$ cat src/sv/ymf_pkg.sv
// Shared types, constants and the CRC step function of the YMODEM 1K block framer.
package ymf_pkg;

  // Framing geometry
  localparam int unsigned BLOCK_DATA_BYTES  = 1024;
  localparam int unsigned TRAILER_PAD_BYTES = 59;
  localparam int unsigned BLK_CNT_W         = $clog2(BLOCK_DATA_BYTES + 1);
  localparam int unsigned REP_W             = 10;

  // Byte codes
  localparam logic [7:0]  STX_BYTE  = 8'h02;
  localparam logic [7:0]  PAD_BYTE  = 8'h1A;
  localparam logic [7:0]  NULL_BYTE = 8'h00;
  localparam logic [15:0] CRC_POLY  = 16'h1021;
  localparam logic [15:0] CRC_INIT  = 16'h0000;
  localparam logic [7:0]  FRAME_FIRST = 8'h01;

  // Command handed from the front to the back through the queue
  typedef struct packed {
    logic [7:0]       data;
    logic [7:0]       frame;
    logic             hdr;
    logic             close;
    logic [REP_W-1:0] pad;
  } ymf_cmd_t;

  // Back-end sequencer states
  typedef enum logic [3:0] {
    ST_IDLE,
    ST_STX,
    ST_FRM,
    ST_FRM_N,
    ST_DATA,
    ST_PAD,
    ST_PAD_CRC,
    ST_CRC_HI,
    ST_CRC_LO,
    ST_TRAIL
  } ymf_state_t;

  // One byte through CRC-16/XMODEM, MSB first
  function automatic logic [15:0] crc_feed(input logic [15:0] crc, input logic [7:0] b);
    logic [15:0] c;
    c = crc ^ {b, 8'h00};
    for (int k = 0; k < 8; k++) begin
      if (c[15]) begin
        c = {c[14:0], 1'b0} ^ CRC_POLY;
      end else begin
        c = {c[14:0], 1'b0};
      end
    end
    return c;
  endfunction

endpackage

$ cat src/sv/ymodem_1k_block_framer_top.sv
// Top level of the YMODEM 1K block framer: front end, command queue and back end.
//
// Frames file bytes into YMODEM 1K blocks with a CRC-16/XMODEM check. Each input
// item yields one or more (byte, repeat) results; last_of_run marks the final
// result of an item and block_done the result that closes a block. In the
// back-end sequencer a byte in the middle of a block yields only its data result;
// the first byte of a block comes after start mark, frame number and complement.
// A byte that closes a block is followed by CRC high, CRC low and trailer results
// and, for a short block, before those by one result for the run of 0x1A pad
// bytes, after which the back end folds the padding into the CRC one byte per
// cycle. When the back end is idle, it first takes a command from the queue.
// The back-end sequencer loads at most one result per cycle into its output
// register while the output is not stalled; a two-entry queue lets the front
// end keep accepting bytes meanwhile.
module ymodem_1k_block_framer_top (
  input  logic       clk,
  input  logic       rst,
  input  logic       in_valid,
  output logic       in_stall,
  input  logic [7:0] data_byte,
  input  logic       end_of_file,
  output logic       out_valid,
  input  logic       out_stall,
  output logic [7:0] out_byte,
  output logic [9:0] repeat_count,
  output logic       last_of_run,
  output logic       block_done
);

  logic              q_full;
  logic              push;
  ymf_pkg::ymf_cmd_t push_cmd;
  logic              pop;
  logic              head_valid;
  ymf_pkg::ymf_cmd_t head_cmd;

  ymf_front u_front (
    .clk         (clk),
    .rst         (rst),
    .in_valid    (in_valid),
    .in_stall    (in_stall),
    .data_byte   (data_byte),
    .end_of_file (end_of_file),
    .q_full      (q_full),
    .push        (push),
    .push_cmd    (push_cmd)
  );

  ymf_queue u_queue (
    .clk        (clk),
    .rst        (rst),
    .push       (push),
    .push_cmd   (push_cmd),
    .pop        (pop),
    .full       (q_full),
    .head_valid (head_valid),
    .head_cmd   (head_cmd)
  );

  ymf_back u_back (
    .clk          (clk),
    .rst          (rst),
    .head_valid   (head_valid),
    .head_cmd     (head_cmd),
    .pop          (pop),
    .out_valid    (out_valid),
    .out_stall    (out_stall),
    .out_byte     (out_byte),
    .repeat_count (repeat_count),
    .last_of_run  (last_of_run),
    .block_done   (block_done)
  );

endmodule

$ cat src/sv/ymf_front.sv
// Front end: accepts file bytes, tracks block fill and frame number, builds commands.
module ymf_front (
  input  logic               clk,
  input  logic               rst,
  input  logic               in_valid,
  output logic               in_stall,
  input  logic [7:0]         data_byte,
  input  logic               end_of_file,
  input  logic               q_full,
  output logic               push,
  output ymf_pkg::ymf_cmd_t  push_cmd
);

  logic [ymf_pkg::BLK_CNT_W-1:0] blk_count;
  logic [ymf_pkg::BLK_CNT_W-1:0] blk_count_next;
  logic [7:0]                    frame_number;
  logic [7:0]                    frame_number_next;
  logic [ymf_pkg::BLK_CNT_W-1:0] cnt1;
  logic                          full_blk;
  logic                          close;

  assign in_stall = q_full;
  assign push     = in_valid && !q_full;

  // Classify the item
  assign cnt1     = blk_count + ymf_pkg::BLK_CNT_W'(1);
  assign full_blk = cnt1 >= ymf_pkg::BLK_CNT_W'(ymf_pkg::BLOCK_DATA_BYTES);
  assign close    = full_blk || end_of_file;

  always_comb begin
    push_cmd.data  = data_byte;
    push_cmd.frame = frame_number;
    push_cmd.hdr   = (blk_count == '0);
    push_cmd.close = close;
    push_cmd.pad   = full_blk ? '0 :
                     ymf_pkg::REP_W'(ymf_pkg::BLK_CNT_W'(ymf_pkg::BLOCK_DATA_BYTES) - cnt1);
  end

  // Block counter and frame number
  always_comb begin
    blk_count_next    = blk_count;
    frame_number_next = frame_number;
    if (push) begin
      if (close) begin
        blk_count_next    = '0;
        frame_number_next = end_of_file ? ymf_pkg::FRAME_FIRST : frame_number + 8'd1;
      end else begin
        blk_count_next = cnt1;
      end
    end
  end

  always_ff @(posedge clk) begin
    if (rst) begin
      blk_count    <= '0;
      frame_number <= ymf_pkg::FRAME_FIRST;
    end else begin
      blk_count    <= blk_count_next;
      frame_number <= frame_number_next;
    end
  end

endmodule

$ cat src/sv/ymf_queue.sv
// Two-entry command queue between the front and back ends.
module ymf_queue (
  input  logic               clk,
  input  logic               rst,
  input  logic               push,
  input  ymf_pkg::ymf_cmd_t  push_cmd,
  input  logic               pop,
  output logic               full,
  output logic               head_valid,
  output ymf_pkg::ymf_cmd_t  head_cmd
);

  ymf_pkg::ymf_cmd_t slot [2];
  logic              wr_ptr;
  logic              rd_ptr;
  logic [1:0]        fill;

  assign full       = (fill == 2'd2);
  assign head_valid = (fill != 2'd0);
  assign head_cmd   = slot[rd_ptr];

  // Pointers and fill level
  always_ff @(posedge clk) begin
    if (rst) begin
      wr_ptr <= 1'b0;
      rd_ptr <= 1'b0;
      fill   <= 2'd0;
    end else begin
      if (push) begin
        wr_ptr <= !wr_ptr;
      end
      if (pop) begin
        rd_ptr <= !rd_ptr;
      end
      fill <= fill + 2'(push) - 2'(pop);
    end
  end

  // Entry storage
  always_ff @(posedge clk) begin
    if (push) begin
      slot[wr_ptr] <= push_cmd;
    end
  end

endmodule

$ cat src/sv/ymf_back.sv
// Back end: sequences header, data, padding, CRC and trailer results into the output register.
module ymf_back (
  input  logic               clk,
  input  logic               rst,
  input  logic               head_valid,
  input  ymf_pkg::ymf_cmd_t  head_cmd,
  output logic               pop,
  output logic               out_valid,
  input  logic               out_stall,
  output logic [7:0]         out_byte,
  output logic [9:0]         repeat_count,
  output logic               last_of_run,
  output logic               block_done
);

  localparam bit NO_TRAILER = (ymf_pkg::TRAILER_PAD_BYTES == 0);

  ymf_pkg::ymf_state_t            state;
  ymf_pkg::ymf_state_t            state_next;
  ymf_pkg::ymf_cmd_t              cmd;
  logic [15:0]                    crc;
  logic [ymf_pkg::REP_W-1:0]      pad_left;

  logic                           out_ready;
  logic                           emit;
  logic                           fin;
  logic [7:0]                     e_byte;
  logic [ymf_pkg::REP_W-1:0]      e_rep;
  logic                           e_last;
  logic                           e_done;
  ymf_pkg::ymf_state_t            first_state;

  assign out_ready   = !out_valid || !out_stall;
  assign first_state = head_cmd.hdr ? ymf_pkg::ST_STX : ymf_pkg::ST_DATA;
  assign pop         = head_valid &&
                       ((state == ymf_pkg::ST_IDLE) || (fin && out_ready));

  // Result selection per state
  always_comb begin
    emit   = 1'b0;
    fin    = 1'b0;
    e_byte = ymf_pkg::NULL_BYTE;
    e_rep  = ymf_pkg::REP_W'(1);
    e_last = 1'b0;
    e_done = 1'b0;
    unique case (state)
      ymf_pkg::ST_IDLE: begin
      end
      ymf_pkg::ST_STX: begin
        emit   = 1'b1;
        e_byte = ymf_pkg::STX_BYTE;
      end
      ymf_pkg::ST_FRM: begin
        emit   = 1'b1;
        e_byte = cmd.frame;
      end
      ymf_pkg::ST_FRM_N: begin
        emit   = 1'b1;
        e_byte = ~cmd.frame;
      end
      ymf_pkg::ST_DATA: begin
        emit   = 1'b1;
        e_byte = cmd.data;
        e_last = !cmd.close;
        fin    = !cmd.close;
      end
      ymf_pkg::ST_PAD: begin
        emit   = 1'b1;
        e_byte = ymf_pkg::PAD_BYTE;
        e_rep  = cmd.pad;
      end
      ymf_pkg::ST_PAD_CRC: begin
      end
      ymf_pkg::ST_CRC_HI: begin
        emit   = 1'b1;
        e_byte = crc[15:8];
      end
      ymf_pkg::ST_CRC_LO: begin
        emit   = 1'b1;
        e_byte = crc[7:0];
        e_last = NO_TRAILER;
        e_done = NO_TRAILER;
        fin    = NO_TRAILER;
      end
      ymf_pkg::ST_TRAIL: begin
        emit   = 1'b1;
        e_byte = ymf_pkg::NULL_BYTE;
        e_rep  = ymf_pkg::REP_W'(ymf_pkg::TRAILER_PAD_BYTES);
        e_last = 1'b1;
        e_done = 1'b1;
        fin    = 1'b1;
      end
      default: begin
      end
    endcase
  end

  // Next state
  always_comb begin
    state_next = state;
    unique case (state)
      ymf_pkg::ST_IDLE: begin
        if (head_valid) begin
          state_next = first_state;
        end
      end
      ymf_pkg::ST_PAD_CRC: begin
        if (pad_left == ymf_pkg::REP_W'(1)) begin
          state_next = ymf_pkg::ST_CRC_HI;
        end
      end
      default: begin
        if (out_ready) begin
          if (fin) begin
            state_next = head_valid ? first_state : ymf_pkg::ST_IDLE;
          end else begin
            unique case (state)
              ymf_pkg::ST_STX:    state_next = ymf_pkg::ST_FRM;
              ymf_pkg::ST_FRM:    state_next = ymf_pkg::ST_FRM_N;
              ymf_pkg::ST_FRM_N:  state_next = ymf_pkg::ST_DATA;
              ymf_pkg::ST_DATA:   state_next = (cmd.pad != '0) ? ymf_pkg::ST_PAD
                                                               : ymf_pkg::ST_CRC_HI;
              ymf_pkg::ST_PAD:    state_next = ymf_pkg::ST_PAD_CRC;
              ymf_pkg::ST_CRC_HI: state_next = ymf_pkg::ST_CRC_LO;
              ymf_pkg::ST_CRC_LO: state_next = ymf_pkg::ST_TRAIL;
              default:            state_next = ymf_pkg::ST_IDLE;
            endcase
          end
        end
      end
    endcase
  end

  always_ff @(posedge clk) begin
    if (rst) begin
      state <= ymf_pkg::ST_IDLE;
    end else begin
      state <= state_next;
    end
  end

  // Current command
  always_ff @(posedge clk) begin
    if (pop) begin
      cmd <= head_cmd;
    end
  end

  // Running CRC and pad counter
  always_ff @(posedge clk) begin
    if (rst) begin
      crc      <= ymf_pkg::CRC_INIT;
      pad_left <= '0;
    end else begin
      if (state == ymf_pkg::ST_DATA && out_ready) begin
        crc <= ymf_pkg::crc_feed(crc, cmd.data);
      end else if (state == ymf_pkg::ST_PAD && out_ready) begin
        pad_left <= cmd.pad;
      end else if (state == ymf_pkg::ST_PAD_CRC) begin
        crc      <= ymf_pkg::crc_feed(crc, ymf_pkg::PAD_BYTE);
        pad_left <= pad_left - ymf_pkg::REP_W'(1);
      end else if (e_done && out_ready) begin
        crc <= ymf_pkg::CRC_INIT;
      end
    end
  end

  // Output register
  always_ff @(posedge clk) begin
    if (rst) begin
      out_valid <= 1'b0;
    end else if (out_ready) begin
      out_valid <= emit;
    end
  end

  always_ff @(posedge clk) begin
    if (emit && out_ready) begin
      out_byte     <= e_byte;
      repeat_count <= e_rep;
      last_of_run  <= e_last;
      block_done   <= e_done;
    end
  end

endmodule

$ cat config.mk
export PLATFORM = sky130hd
export DESIGN_NAME = ymodem_1k_block_framer_top
export DESIGN_NICKNAME = d
export VERILOG_FILES = /design/src/sv/ymf_pkg.sv /design/src/sv/ymodem_1k_block_framer_top.sv /design/src/sv/ymf_front.sv /design/src/sv/ymf_queue.sv /design/src/sv/ymf_back.sv
export SDC_FILE = /design/constraint.sdc
export NUM_CORES = 1
export LEC_CHECK = 0
export BUFFER_PORTS_ARGS = -buffer_cell sky130_fd_sc_hd__buf_2
export CAP_MARGIN = 20
export CORE_MARGIN = 5
export CORE_UTILIZATION = 45
export DETAILED_ROUTE_END_ITERATION = 8
export GPL_ROUTABILITY_DRIVEN = 0
export PLACE_DENSITY = 0.7
export SLEW_MARGIN = 40
export SYNTH_ARGS = -nofsm -noshare
export SYNTH_HDL_FRONTEND = slang
export SYNTH_SLANG_ARGS = --single-unit
$ cat constraint.sdc
create_clock -name clk -period 5 [get_ports clk]
set_clock_uncertainty 0.2 [all_clocks]
set_input_delay 0.25 -clock clk [delete_from_list [all_inputs] [get_ports clk]]
set_output_delay 0.25 -clock clk [all_outputs]
set_load 0.02 [all_outputs]
==> results of run 1 <==
worst min-delay path: cells and delay by family:
kind | cells | cell delay, ps
AO/OA/AOI/OAI | 1 | 60
buffers and inverters | 1 | 90
AND/OR/NAND/NOR | 2 | 290
worst min path at each step:
stage | from | endpoint | slack [ps] | cells past startpoint
6_report | in_valid | u_front.blk_count[1] | 110 | 4
5_1_grt | in_valid | u_front.blk_count[1] | 140 | 4
4_1_cts | in_valid | u_front.blk_count[1] | 90 | 4
3_5_place_dp | data_byte[2] | u_queue.slot[1][22] | 240 | 1
3_3_place_gp | data_byte[5] | u_queue.slot[1][25] | 240 | 1
2_1_floorplan | data_byte[0] | u_queue.slot[0][20] | 150 | 0
sequential cells by signal, indices dropped and copies added (netlist names), named ones only:
signal and cells:
u_back.out_byte 8, u_queue.slot 56, u_queue.fill 2, u_front.blk_count 11, u_back.out_valid 1, u_queue.rd_ptr 1, u_back.state 4, u_back.crc 16
u_queue.wr_ptr 1, u_front.frame_number 8, u_back.cmd 27, u_back.pad_left 10, u_back.repeat_count 10, u_back.block_done 1, u_back.last_of_run 1
stage by stage:
step	utilization [%]	worst slack (ps)
finish	51.4	1820
floorplan	-	1210
global placement	47.3	1640
global route	51.4	1580
CTS	51.4	1530
detailed placement	47.3	1540
final cells by class:
class	count	area share (%)
clock inverters	15	1.80
repair buffers	48	3.49
well taps	220	3.25
multi-input cells	449	36.0
inverters	20	0.887
flip-flops and latches	158	49.6
clock buffers	17	5.03
cell usage after synthesis, types with 9 or more instances:
cell type / n
mux2_2: 28
xor2_1: 23
xnor2_1: 37
or3_1: 14
buf_2: 9
o21ai_0: 25
nor3_1: 22
nor2b_1: 14
nand3_1: 13
clkbuf_1: 29
nor2_1: 58
edfxtp_1: 103
dfxtp_1: 55
nand2_1: 37
a21oi_1: 42
inv_1: 19
a211oi_1: 11
layer usage:
| metal | wire [um] | up-vias | global-route usage, % |
|---|---|---|---|
| met2 | 7090 | 137 | 25.2 |
| met1 | 6830 | 2473 | 21.0 |
| met5 | 0 | - | 0 |
| met4 | 498 | 0 | 8.55 |
| li1 | - | 2516 | - |
| met3 | 674 | 42 | 3.79 |
what timing repair did:
item | CTS | global route
gates resized for setup | 0 | 0
hold buffers | 9 | 0
endpoints found under the setup margin | 0 | 0
hold endpoints to repair | 18 | 0
cell families after synthesis:
family	share of synthesized area, %
flip-flops	56.0
XOR/XNOR	7.32
AO/OA/AOI/OAI	12.6
multiplexers	4.48
AND/OR/NAND/NOR	14.9
adder cells (fa/ha/maj)	1.17
buffers and inverters	3.51
report_power, final:
group          internal (W)  switching [W]
registers           0.00178       0.000282
logic              0.000584       0.000815
clock network      0.000703       0.000564
==> reports/metrics.yaml, run 1 <==
final_antenna_net_count: 0
num_rows: 47
grt_usage_pct: 16.2
grt_antenna_before_repair: 0
coreArea_um2: 16500
cp_max_fo: 30
power.total_w: 0.00473
dieHeight_um: 139
hold_viol_final: 0
slowest_stage: "or4b_1"
yosys_warnings: 0
avgSynthCellArea_um2: 11.2
arrival_ps: 3270
setup_viol: 0
die_w_um: 139
rrSetupSlack_ps: 1820
clock_latency_ps: 440
rr_worst_depth: 11
startpoint_type: "flip-flop"
viasPerCell: 5.57
grt_pass1_vias: 5151
p_per_area_nw_per_um2: 559
leakage_nw: 2.89
dpl-instance-area_um2: 7790
worst_slew_pin_slew_ps: 816
synth_nets: 690
drv_cap: 0
netlist_area_um2: 7480
ys_types: 68
cp-startpoint: "u_back.state[0]"
drt_wl_total_mm: 15.1
cp.required_ps: 5090
synth_seq_cells: 158
relSlewSlack_pct: 45.6
cp.buffers_inverters: 2
dpl.cell_count: 886
dp_hpwl_mm: 10.2
grt_max_degree: 42
wire_per_inst_um: 16.3
synth_area_leaders: "edfxtp_1 (41%), dfxtp_1 (15%), xnor2_1 (4.3%), mux2_2 (4.2%), nor2_1 (2.9%)"
synth_edf_count: 103
yosys.area.top_type: "edfxtp_1"
io_pins: 35
via_count: 5168
whs_ps: 105
fmax_mhz: 315
syn_inst: 670
numPortBuffers: 34
multiInputGateArea_um2: 3040
cp-endpoint: "u_queue.fill[1]"
fin_nets: 714
htree_levels: 4
dieArea_um2: 19300
end_kind: "flip-flop"
syn2layout_area_growth_pct: 13.1
r2r-start: "u_back.state[0]"
fin_area_um2: 8470
post_cts_buffers: 0
ir_drop_uv: 302
layout_commonest_cell: "edfxtp_1"
clockBufferDepth: 2
cp_top_family: "simple AND/OR/NAND/NOR gates"
min_period_ps: 3180
synth_top_area_share_pct: 41.3
synthArstFlopShare_pct: 0
cts_buffers: 17
stdcell_count: 927
tritoncts: "done"
cts_root_buf: "clkbuf_16"
maxSlewViolCount: 0
grt_setup_unrepaired: "no"
grt_pass1_wl_mm: 25.5
criticalPathCategory: "reg2reg"
setup_tns_ps: 0
start_util_pct: 45.5
drive_gt1_share_pct: 16.7
dr.pass1.iters: 7
clkTransAtPathRegs_ps: 70
overflow: 0
final_cell_mix: "edfxtp_1 (103), nor2_1 (56), dfxtp_1 (52)"
drt_iter0_markers: 482
outcome: "finished, final reports clean"
hold_class: "in2reg"
slowest_delay_ps: 610
drc_errors: 0
seq_area_um2: 4200
num_antenna_cells: 0
worst-path-stages: 11
worstPathCellList: "or4b_1, a21oi_1, a21oi_1, nor2_2, buf_4, ha_1, inv_1, ha_1, xor2_1, xnor2_1, nor2_1"
reg2reg_to: "u_queue.fill[1]"
fin_crit_sh_pct: 63.6
ys.flop_type: "edfxtp_1"
yosysSeqAreaShare_pct: 56.0
fillCellCount: 1451
clkSinkCount: 158
Power figures use the tool's default switching activity.
==> run 2: changes to the inputs <==
--- a/config.mk
+++ b/config.mk
@@ -11,7 +11,7 @@
 export CORE_UTILIZATION = 45
 export DETAILED_ROUTE_END_ITERATION = 8
 export GPL_ROUTABILITY_DRIVEN = 0
-export PLACE_DENSITY = 0.7
+export PLACE_DENSITY = 0.73
 export SLEW_MARGIN = 40
 export SYNTH_ARGS = -nofsm -noshare
 export SYNTH_HDL_FRONTEND = slang
==> constraint.sdc (replaced) <==
create_clock -name clk -period 2.8 [get_ports clk]
set_clock_uncertainty 0.2 [all_clocks]
set_input_delay 0.14 -clock clk [delete_from_list [all_inputs] [get_ports clk]]
set_output_delay 0.14 -clock clk [all_outputs]
set_load 0.02 [all_outputs]
==> run 2 against run 1 <==
  * Critical path type unchanged
  * Flip-flop and latch count did not move
  * Register-to-register slack got worse by 1700 ps
  * Sequential power rose by 73%
  * Power rose by 85%
  * Largest cell class unchanged
  * Critical path depth fell by 5
  * Highest routed layer unchanged
  * Die area did not move
  * Via count rose by 2.7%
  * Sequential share of layout area fell by 1.0 points
==> reports/metrics.yaml, run 2 (synthesis results as in run 1) <==
cp_max_fo: 9
clock_latency_ps: 420
drt_iter0_markers: 677
seq_power_share_pct: 40.7
relSlewSlack_pct: 44.5
min_period_ps: 2640
hp-start: "out_stall"
overflow: 0
tritoncts: "done"
intPower_w: 0.00580
drc_errors: 0
reg.largest.list: "u_queue.slot: 56 flops, u_back.cmd: 27 flops, u_back.crc: 16 flops"
slowest_delay_ps: 520
leakage_nw: 2.97
ir_drop_uv: 491
grt_antenna_before_repair: 0
worstPathCellList: "inv_1, ha_1, or3_1, a21o_1, or4_1, a21oi_1"
power.total_w: 0.00875
pwr-share-comb_pct: 31.3
cts_buffers: 17
coreArea_um2: 16500
hold_class: "in2reg"
r2r-start: "u_front.blk_count[0]"
fmax_mhz: 379
final_antenna_net_count: 0
cp-startpoint: "u_front.blk_count[0]"
max_flop_register: "u_queue.slot"
grt_pass1_wl_mm: 25.6
grt_usage_pct: 16.1
end_kind: "flip-flop"
p_per_area_nw_per_um2: 1010
start_util_pct: 45.5
cp.buffers_inverters: 1
syn2layout_area_growth_pct: 15.4
slowest_stage: "dfxtp_1"
clkPwrFrac_pct: 28.1
final_cell_mix: "edfxtp_1 (103), nor2_1 (56), dfxtp_1 (55)"
finalWorstSetupSlack_ps: 164
clkTransAtPathRegs_ps: 70
outcome: "finished, final reports clean"
startpoint_type: "flip-flop"
dp_hpwl_mm: 10.3
via_count: 5306
grt_setup_unrepaired: "no"
hold_viol_final: 0
switchingPower_w: 0.00295
grt_max_degree: 42
drt_wl_total_mm: 15.2
largest_reg_flops: 56
worst_slew_pin_slew_ps: 832
setup_viol: 0
clockBufferDepth: 2
num_antenna_cells: 0
clkSinkCount: 158
io_pins: 35
maxSlewViolCount: 0
pre_cts_slack_ps: 142
htree_levels: 4
dieHeight_um: 139
viasPerCell: 5.65
cp_top_family: "simple AND/OR/NAND/NOR gates"
fin_nets: 726
criticalPathCategory: "reg2reg"
p_sw_share_pct: 33.7
layout_commonest_cell: "edfxtp_1"
post_cts_buffers: 0
cp.required_ps: 2860
numPortBuffers: 34
drv_cap: 0
wire_per_inst_um: 16.2
cts_root_buf: "clkbuf_16"
arrival_ps: 2700
drive_gt1_share_pct: 18.5
fin_crit_sh_pct: 94.1
dr.pass1.iters: 8
grt_pass1_vias: 5205
dieArea_um2: 19300
die_w_um: 139
num_rows: 47
## run 2: changes by cell type in the layout (fill, tap and decap cells not counted), sizes merged
cell	change
clkinvlp	+2
buf	+12
bufinv	+3
clkinv	-1
inv	-4
## run 2: metrics by stage
stage	TNS (ps)	instances	hold WS [ps]	area (um2)	util, %
6_report	0	939	14.9	8640	52.5
5_1_grt	0	939	30.4	8640	52.5
4_1_cts	0	939	5.31	8640	52.4
3_5_place_dp	0	898	132	7910	48.0
3_3_place_gp	0	898	129	7900	48.0
2_1_floorplan	-69.7	670	38.9	7510	-
## run 2: power groups by stage
stage	Clock, W	Sequential [W]	Combinational (W)
after CTS	0.00250	0.00355	0.00272
final	0.00246	0.00356	0.00274
after global routing	0.00261	0.00361	0.00301
after global placement	0	0.00358	0.00261
after detailed placement	0	0.00360	0.00269
after floorplan	0	0.00364	0.00194
## run 2: what timing repair did
action,in CTS,in global routing
hold buffers,9,0
resized for setup,0,2
endpoints found under the hold margin,26,0
setup endpoints to repair,0,10
## run 2: final timing paths
path / endpoint / slack (ps) / depth (start not counted)
max: u_queue.slot[1][9] / 160 / 6
min: u_back.out_byte[0] / 10 / 2
max reg2reg: u_queue.slot[1][9] / 160 / 6
min reg2reg: u_queue.slot[0][19] / 280 / 0
## run 2: final cells by class
class	instances	area (um2)
Sequential cell	158	4190
Clock buffer	17	425
Inverter	20	75.1
Tap cell	220	275
Clock inverter	15	210
Timing Repair Buffer	60	388
Fill cell	1377	7830
Multi-Input combinational cell	449	3070
## run 2: per-layer routing
layer  vias up  GRT usage [%]  part of all wire, %  wire, um
met3        52           3.66                  6.0       918
met5         -              0                    0         0
met4         0           7.83                  3.0       463
li1       2543              -                    -         -
met2       220           26.7                   49      7430
met1      2491           20.0                   42      6430
==> run 3: changes to the inputs <==
--- a/config.mk
+++ b/config.mk
@@ -6,7 +6,6 @@
 export NUM_CORES = 1
 export LEC_CHECK = 0
 export BUFFER_PORTS_ARGS = -buffer_cell sky130_fd_sc_hd__buf_2
-export CAP_MARGIN = 20
 export CORE_MARGIN = 5
 export CORE_UTILIZATION = 45
 export DETAILED_ROUTE_END_ITERATION = 8
==> constraint.sdc (replaced) <==
create_clock -name clk -period 2.2 [get_ports clk]
set_clock_uncertainty 0.2 [all_clocks]
set_input_delay 0.11 -clock clk [delete_from_list [all_inputs] [get_ports clk]]
set_output_delay 0.11 -clock clk [all_outputs]
set_load 0.02 [all_outputs]
==> run 3 against run 2 <==
  * The flow now finishes with violations (negative setup slack)
  * Die area unchanged
  * Critical path depth up 4
  * Global-route usage is 1.0 points higher
  * Sequential share of layout area down 3.2 points
  * Highest routed layer unchanged
==> reports/metrics.yaml, run 3 (synthesis results as in run 1) <==
outcome: "finished, violations left"
violations: "negative setup slack"
p_per_area_nw_per_um2: 1230
startpoint_type: "flip-flop"
cp-startpoint: "u_back.cmd[10]"
r2r-start: "u_back.cmd[10]"
dr.pass1.iters: 5
final_antenna_net_count: 0
tritoncts: "done"
coreArea_um2: 16500
grt_usage_pct: 17.2
arrival_ps: 2450
fmax_mhz: 428
wire_per_inst_um: 16.6
cts_root_buf: "clkbuf_16"
dp_hpwl_mm: 11.1
cp-endpoint: "u_queue.fill[1]"
dieHeight_um: 139
criticalPathCategory: "reg2reg"
largest_reg_flops: 56
reg2reg_to: "u_queue.fill[1]"
io_pins: 35
dpl.cell_count: 937
finalWorstSetupSlack_ps: -136
start_util_pct: 45.5
drc_errors: 0
maxSlewViolCount: 0
clockBufferDepth: 2
rr_worst_depth: 10
final_cell_mix: "edfxtp_1 (103), buf_4 (57), nor2_1 (53)"
drive_gt1_share_pct: 27.7
setup_viol: 6
whs_ps: 78.8
hold_class: "in2reg"
worst_slew_pin_slew_ps: 560
cp.required_ps: 2310
via_count: 5546
grt_max_degree: 32
reg.largest.list: "u_queue.slot: 56 flops, u_back.cmd: 27 flops, u_back.crc: 16 flops"
clkSinkCount: 158
stdcell_count: 992
grt_antenna_before_repair: 0
syn2layout_area_growth_pct: 24.0
viasPerCell: 5.59
clkTransAtPathRegs_ps: 60
relSlewSlack_pct: 62.5
min_period_ps: 2340
grt_pass1_vias: 5422
num_antenna_cells: 0
drt_iter0_markers: 538
cp_max_fo: 2
power.total_w: 0.0114
overflow: 0
drv_cap: 0
numPortBuffers: 34
layout_commonest_cell: "edfxtp_1"
cts_buffers: 17
hold_viol_final: 0
fin_nets: 779
rrSetupSlack_ps: -140
setup_tns_ps: -227
grt_pass1_wl_mm: 26.9
die_w_um: 139
drt_wl_total_mm: 16.5
max_flop_register: "u_queue.slot"
end_kind: "flip-flop"
grt_setup_unrepaired: "yes"
clock_latency_ps: 430
num_rows: 47
leakage_nw: 3.26
ir_drop_uv: 737
htree_levels: 4
fin_crit_sh_pct: 106
fillCellCount: 1377
dieArea_um2: 19300
## run 3: changes by cell type in the layout (fill, tap and decap cells not counted), moves of 4 or more
cell / previous run / this run
a21oi_1: 39 / 34
a21oi_4: 1 / 5
buf_4: 17 / 57
dfxtp_1: 55 / 50
dlygate4sd3_1: 9 / 17
ha_4: 0 / 4
or3_1: 14 / 10
or3_4: 0 / 4
## run 3: repair_timing
action                                  4_1_cts  5_1_grt
endpoints found under the hold margin        53        0
pin swaps                                    11       15
cloned                                        0        1
endpoints found under the setup margin        9       85
buffers inserted                              3        3
resized for setup                            18       36
hold buffers                                 17        0
## run 3: worst min-delay path by stage
stage / start / endpoint / slack, ps / cells past startpoint
2_1_floorplan: data_byte[0] / u_queue.slot[0][20] / 9 / 0
3_3_place_gp: data_byte[7] / u_queue.slot[1][27] / 100 / 1
3_5_place_dp: data_byte[4] / u_queue.slot[0][24] / 100 / 1
4_1_cts: rst / u_back.crc[5] / 50 / 3
5_1_grt: rst / u_back.crc[5] / 80 / 3
6_report: rst / u_back.crc[7] / 80 / 3
## run 3: cell type report
type / instances / area [um2] / share of cell area (%)
Clock buffer: 19 / 433 / 4.66
Tap cell: 220 / 275 / 2.97
Sequential cell: 158 / 4210 / 45.3
Timing Repair Buffer: 112 / 826 / 8.90
Clock inverter: 13 / 138 / 1.48
Inverter: 20 / 77.6 / 0.836
Multi-Input combinational cell: 450 / 3330 / 35.8
## run 3: per-layer routing
metal,routed length [um],up-vias,GRT usage (%)
met5,0,-,0
met4,438,0,7.05
met3,909,43,4.28
met2,8030,195,27.9
met1,7120,2662,22.0
li1,-,2646,-
## run 3: where the power goes
part | total (W) | switching, W | internal [W] | leakage, nW
Sequential | 0.00446 | 0.000415 | 0.00405 | 1.36
Combinational | 0.00412 | 0.00235 | 0.00177 | 1.62
Clock | 0.00284 | 0.00117 | 0.00167 | 0.276
Total | 0.0114 | 0.00393 | 0.00749 | 3.26
## run 3: critical path, cell delays in order, from the launching register on
cell and delay [ps]:
edfxtp_1 390, or4b_4 550, a21oi_4 180, a21oi_4 80, nor2_4 120, ha_4 210, inv_2 60, ha_4 130
xor2_2 130, xnor2_1 130, nor2_1 50
## run 3: metrics by stage
step | utilization, % | setup slack [ps] | area [um2]
2_1_floorplan | - | -670 | 7570
3_3_place_gp | 50.1 | -124 | 8250
3_5_place_dp | 50.1 | -212 | 8250
4_1_cts | 55.3 | -167 | 9100
5_1_grt | 56.4 | -217 | 9280
6_report | 56.4 | -136 | 9280
